### config.mk
export PLATFORM = sky130hd
export DESIGN_NAME = ncli_ctrl
export DESIGN_NICKNAME = d
export VERILOG_FILES = /design/src/design/ncli_pkg.sv /design/src/design/ncli_ctrl.sv
export SDC_FILE = /design/constraint.sdc
export NUM_CORES = 1
export LEC_CHECK = 0
export ABC_CLOCK_PERIOD_IN_PS = 1300
export BUFFER_PORTS_ARGS = -buffer_cell sky130_fd_sc_hd__buf_2
export CORE_AREA = 2 2 39 41
export CTS_CLUSTER_SIZE = 25
export DETAILED_ROUTE_END_ITERATION = 12
export DIE_AREA = 0 0 41 43
export PLACE_DENSITY_LB_ADDON = 0.08
export SYNTH_ARGS = -nofsm -noshare
export SYNTH_HDL_FRONTEND = slang
export SYNTH_SLANG_ARGS = --single-unit
### constraint.sdc
create_clock -name clk -period 1.3 [get_ports clk]
set_input_delay 0.065 -clock clk [delete_from_list [all_inputs] [get_ports clk]]
set_output_delay 0.065 -clock clk [all_outputs]
set_load 0.02 [all_outputs]
### src/design/ncli_pkg.sv
package ncli_pkg;

	// table geometry and number format
	localparam int MAX_ENTRIES = 1024;
	localparam int ADDR_W      = $clog2(MAX_ENTRIES);
	localparam int CNT_W       = $clog2(MAX_ENTRIES + 1);
	localparam int ENTRY_W     = 10;
	localparam int LEN_W       = 24;
	localparam int FRAC_W      = 8;
	localparam int OUT_W       = 11;

	// jump start: floor((4*L + 3*S) / (6*S)) as a shift by FRAC_W+1, then a divide by three
	localparam int SCALE  = 1 << FRAC_W;
	localparam int NUM_W  = LEN_W + 3;
	localparam int X_W    = NUM_W - FRAC_W - 1;
	localparam int RCP_SH = X_W + 1;
	localparam longint RCP = ((longint'(1) << RCP_SH) + 2) / 3;
	localparam int PROD_W = X_W + RCP_SH;

	// datapath commands issued by the controller
	typedef struct packed {
		logic load;
		logic take;
		logic calc;
		logic check;
		logic start;
		logic step;
		logic emit;
	} cmd_t;

	// datapath status seen by the controller
	typedef struct packed {
		logic in_query;
		logic no_table;
		logic edge_hit;
		logic jump_over;
		logic walk_done;
	} stat_t;

endpackage

### src/design/ncli_ctrl.sv
module ncli_ctrl (
	input  logic            clk,
	input  logic            arst_n,
	input  logic            item_valid,
	output logic            item_ready,
	output logic            result_valid,
	input  logic            result_ready,
	input  ncli_pkg::stat_t stat,
	output ncli_pkg::cmd_t  cmd
);
	import ncli_pkg::*;

	localparam logic [2:0] ST_IDLE  = 3'd0;
	localparam logic [2:0] ST_CALC  = 3'd1;
	localparam logic [2:0] ST_CHECK = 3'd2;
	localparam logic [2:0] ST_START = 3'd3;
	localparam logic [2:0] ST_WALK  = 3'd4;
	localparam logic [2:0] ST_DONE  = 3'd5;

	logic [2:0] state_q;
	logic [2:0] state_d;
	logic       out_vld_q;
	logic       out_free;

	assign item_ready   = (state_q == ST_IDLE);
	assign result_valid = out_vld_q;
	assign out_free     = !out_vld_q || result_ready;

	// next state and datapath commands
	always_comb begin
		state_d = state_q;
		cmd     = '0;
		case (state_q)
			ST_IDLE: begin
				if (item_valid) begin
					if (!stat.in_query) begin
						cmd.load = 1'b1;
					end else if (!stat.no_table) begin
						cmd.take = 1'b1;
						state_d  = ST_CALC;
					end
				end
			end
			ST_CALC: begin
				cmd.calc = 1'b1;
				state_d  = ST_CHECK;
			end
			ST_CHECK: begin
				cmd.check = 1'b1;
				if (stat.edge_hit) begin
					state_d = ST_DONE;
				end else if (stat.jump_over) begin
					state_d = ST_WALK;
				end else begin
					state_d = ST_START;
				end
			end
			ST_START: begin
				cmd.start = 1'b1;
				state_d   = ST_WALK;
			end
			ST_WALK: begin
				cmd.step = 1'b1;
				if (stat.walk_done) begin
					state_d = ST_DONE;
				end
			end
			ST_DONE: begin
				if (out_free) begin
					cmd.emit = 1'b1;
					state_d  = ST_IDLE;
				end
			end
			default: begin
				state_d = ST_IDLE;
			end
		endcase
	end

	// state and output beat valid
	always_ff @(posedge clk or negedge arst_n) begin
		if (!arst_n) begin
			state_q   <= ST_IDLE;
			out_vld_q <= 1'b0;
		end else begin
			state_q <= state_d;
			if (cmd.emit) begin
				out_vld_q <= 1'b1;
			end else if (result_ready) begin
				out_vld_q <= 1'b0;
			end
		end
	end

endmodule

== Word level (Yosys, flattened, before mapping) ==
Index checks and enable logic that the tools add are counted.
Word-level totals
  input bits: 9
  output and inout port bits: 9
  bits in read-only memories: 0
  RAM bits: 0
  bits in registers: 4
  logic and storage cells: 38
  bits in latches: 0
  memories: 0
Operators by class
  eq/ne operators: 10
  shifts and indexed selects: 0
  multiplexer cells: 21
  reductions and logical operators: 5
  multiply operators: 0
  magnitude comparators: 0
  add/sub/neg operators: 0
  div/mod/pow operators: 0
  bitwise operators: 0
Operators with widths (count)
  3-bit 2-to-1 mux: 7
  3-bit one-hot mux with 6 select lines: 1
  1-bit 2-to-1 mux: 11
  2-bit != test (second input constant): 4
  3-bit by 2-bit equality test with 1-bit output (second input constant): 2
  3-bit equality test (second input constant): 2
  5-bit AND reduction: 1
  2-bit 2-to-1 mux: 2
  3-bit by 1-bit equality test with 1-bit output (second input constant): 1
  3-bit zero test: 1
  2-bit by 1-bit != test with 1-bit output (second input constant): 1
  2-bit nonzero test: 1
  1-bit zero test: 1
  1-bit logical OR: 1

== Longest topological paths before layout ==
  depth in word-level cells: 5
  gate-level depth with buffers: 4
  gate-level depth less buffers: 3

== Worst setup path before layout ==
Ideal clock, no wire load.
  path kind: register -> output
  from: reg state_q[0]
  to: out cmd[5] in the netlist's numbering
  stages on the path, launching flop included: 5
  path slack: -0.008 ns
  arrival time: 1.243 ns
  required time: 1.235 ns
  buffers on the path: 1
  cells stage by stage: dfrtp_1 -> buf_6 -> nor3_4 -> nand2_1 -> nor3b_2
RTL lines
  from (decl): RTL line ncli_ctrl.sv:20  | logic [2:0] state_q;
  from (signal assigned): RTL line ncli_ctrl.sv:86  | state_q <= state_d;
  to (decl): RTL line ncli_ctrl.sv:9  | output ncli_pkg::cmd_t cmd

==> results.tsv <==
stage	metric	value	unit
outcome	outcome	finished, violations left	
outcome	violations	setup timing	
finish	instances_no_fill	77	
sta	slew_headroom	0.826	
routing	vias	338	
worst_setup_path	arrival	1.26	ns
finish	final_nets	72	
grt	grt.overflow.total	0	
worst_setup_path	worst_path_largest_cell_delay	0.42	ns
worst_setup_path	cp-end-kind	output port	
grt	grt_pass1_vias	337	
sta	skew	0.00692	ns
worst_setup_path	worst_path_max_delay_cell	dfrtp_2	
sta	tightest_slew	0.259	ns
grt	grtUsageTotal	0.118	
grt	grt_first_pass_wirelength	1370	microns
sta	tns	-0.0276	ns
sta	rsz0062_at_grt	true	
sta	finalSetupViolCount	1	
synthesis	yosys_warnings	0	
clock_network	insertion_delay	0.24	ns
clock_network	clkSlewWorstSetupHoldPaths	0.04	ns
worst_setup_path	critPathTopFamily	simple AND/OR/NAND/NOR gates	
clock_network	root_buffer	clkbuf_4	
sta	period_minus_slack	1.33	ns
routing	first_pass_iters	4	
routing	wl_per_cell	10.6	microns
routing	viasPerCell	4.39	
worst_setup_path	reg2reg_depth	5	
pwr	total_power	1.21	mW
routing	drt_iter0_markers	5	
min_path	holdPathStages	3	
die	die_h	43	microns
worst_setup_path	startpoint_type	register	
clock_network	cts.sinks	4	
die	die_area	0.00176	sq mm
grt	antenna_found_initial	0	
worst_setup_path	cp_max_fo	3	
pwr	p_leak	0.273	nW
min_path	hp-class	input port to register	
worst_setup_path	worst-path-stages	4	
clock_network	clk_path_buf_depth	2	
place	port_buffers	17	
routing	drc	0	
synthesis	netlist_area	322	sq um
die	core	0.00138	sq mm
finish	drive_gt1_frac	0.639	
clock_network	cts_buffers	3	
clock_network	htree_levels	1	
place	place_congestion	0.769	
grt	grt_max_degree	7	
routing	ant_nets	0	
synthesis	synth.distinct_cells	20	
place	dp_hpwl	641	microns
die	start_util	0.232	
job	drv_cap	0	
worst_setup_path	path_buf_inv	1	
place	place_inst	68	
synthesis	synth.avg_cell_area	8.93	sq um
finish	antenna_cells	0	
routing	routed_wl	815	microns
finish	fill_cells	149	
synthesis	synth-seq-cells	4	
sta	finalHoldViolCount	0	
synthesis	synthesis.nets	45	
synthesis	synthCells	36	
clock_network	cts_tree	built	
die	die_w	41	microns
pwr	peakVddDrop	0.781	mV
die	ios	18	
sta	fin_crit_sh	1.02	
worst_setup_path	cp.required	1.24	ns
sta	drv_slew	0	
worst_setup_path	path_cells	nor3_4 -> nand2_2 -> nor3b_4 -> buf_6	
pwr	p_per_area	2280	mW/mm^2
sta	max_clock_freq	753	MHz
die	rows	14	
synthesis	ys_seq_area_frac	0.311	
worst_setup_path	critPathKind	register to output port	
sta	setup_ws	-0.0276	ns
finish	syn_to_final_growth	65.0	%
-- routing by layer --
layer | up-vias | share of wire | GRT usage
met2 | 12 | 0.50 | 0.169
met4 | 0 | 0.015 | 0.100
met3 | 2 | 0.074 | 0.0157
met1 | 155 | 0.41 | 0.148
met5 | - | 0 | 0
li1 | 169 | - | -
-- path summary, 6_finish.rpt --
check / from / endpoint / slack [ns]
max in group asynchronous: arst_n / state_q[1]$_DFFE_PN0P_ / 1.00
setup / recovery: state_q[2]$_DFFE_PN0P_ / cmd[5] / -0.03
hold / removal: stat[1] / state_q[2]$_DFFE_PN0P_ / 0.12
hold reg to reg: result_valid$_DFFE_PN0P_ / result_valid$_DFFE_PN0P_ / 0.54
setup reg to reg: state_q[0]$_DFFE_PN0P_ / state_q[1]$_DFFE_PN0P_ / 0.05
min in group asynchronous: arst_n / result_valid$_DFFE_PN0P_ / 0.16
-- tightest hold or removal path, cell delays in order --
cell and delay (ns):
buf_2 0.09, nor3_1 0.05, o21ai_1 0.11
-- sequential cells by signal (all words and copies together) (netlist names) --
register	count
state_q	3
result_valid	1
-- kinds of logic (layout without fill, tap and decap cells) --
family                 count (synthesis)  count (layout)  share of synthesized area
and+or+nand+nor                       20              20                      0.397
DFF                                    4               4                      0.311
AOI/OAI and AO/OA                      6               6                      0.152
buffers and inverters                  5              30                      0.109
muxes                                  1               1                     0.0311
-- metrics by stage --
stage	worst slack (ns)	utilization	hold slack (ns)	instance area [sq um]
CTS	-0.0496	0.365	0.122	505
finish	-0.0276	0.383	0.116	531
detailed placement	0.0915	0.304	-0.127	420
global route	-0.0778	0.383	0.164	531
floorplan	-0.00259	-	-0.231	328
global placement	0.123	0.304	-0.128	420
-- area by class of cell --
cell class | count | area, sq um | area share
inverter | 2 | 7.51 | 0.0142
sequential | 4 | 104 | 0.196
timing repair buffer | 25 | 161 | 0.304
clock buffer | 3 | 22.5 | 0.0425
tap | 16 | 20.0 | 0.0377
multi-input combinational | 27 | 215 | 0.406
-- report_power, final --
group / leakage, nW / internal (mW) / switching (mW)
clock: 0.0138 / 0.103 / 0.0510
sequential: 0.0485 / 0.186 / 0.0714
combinational: 0.211 / 0.393 / 0.403
-- cells in the final DEF (no fill, tap or decap) --
cell type / instances
a21o_1: 1
a21oi_1: 1
a31oi_1: 1
buf_2: 13
buf_4: 10
buf_6: 1
clkbuf_4: 3
dfrtp_1: 1
dfrtp_2: 3
dlygate4sd3_1: 1
inv_1: 2
mux2i_1: 1
nand2_1: 2
nand2_2: 1
nand2b_1: 2
nand2b_4: 1
nor2_1: 4
nor2_2: 1
nor2b_1: 3
nor2b_4: 1
nor3_1: 1
nor3_2: 1
nor3_4: 1
nor3b_2: 1
nor3b_4: 1
o21ai_1: 1
o22a_1: 1
o32ai_2: 1
-- Yosys cell counts --
| cell type | n | area [sq um] |
|---|---|---|
| a21o_1 | 1 | 7.51 |
| a21oi_1 | 1 | 5.00 |
| a31oi_1 | 1 | 6.26 |
| buf_2 | 1 | 5.00 |
| buf_6 | 2 | 22.5 |
| dfrtp_1 | 4 | 100 |
| inv_1 | 2 | 7.51 |
| mux2i_1 | 1 | 10.0 |
| nand2_1 | 3 | 11.3 |
| nand2b_1 | 3 | 18.8 |
| nor2_1 | 5 | 18.8 |
| nor2b_1 | 3 | 18.8 |
| nor2b_4 | 1 | 13.8 |
| nor3_1 | 2 | 10.0 |
| nor3_4 | 1 | 16.3 |
| nor3b_1 | 1 | 7.51 |
| nor3b_2 | 1 | 12.5 |
| o21ai_1 | 1 | 5.00 |
| o22a_1 | 1 | 8.76 |
| o32ai_2 | 1 | 16.3 |
-- timing repair --
item,4_1_cts,5_1_grt
endpoints found under the hold margin,4,0
setup endpoints to repair,6,6
hold buffers,1,0
buffers inserted,5,0
pin swaps,2,2
gates resized for setup,7,6
Note: power is estimated with default switching activity, not from simulation.
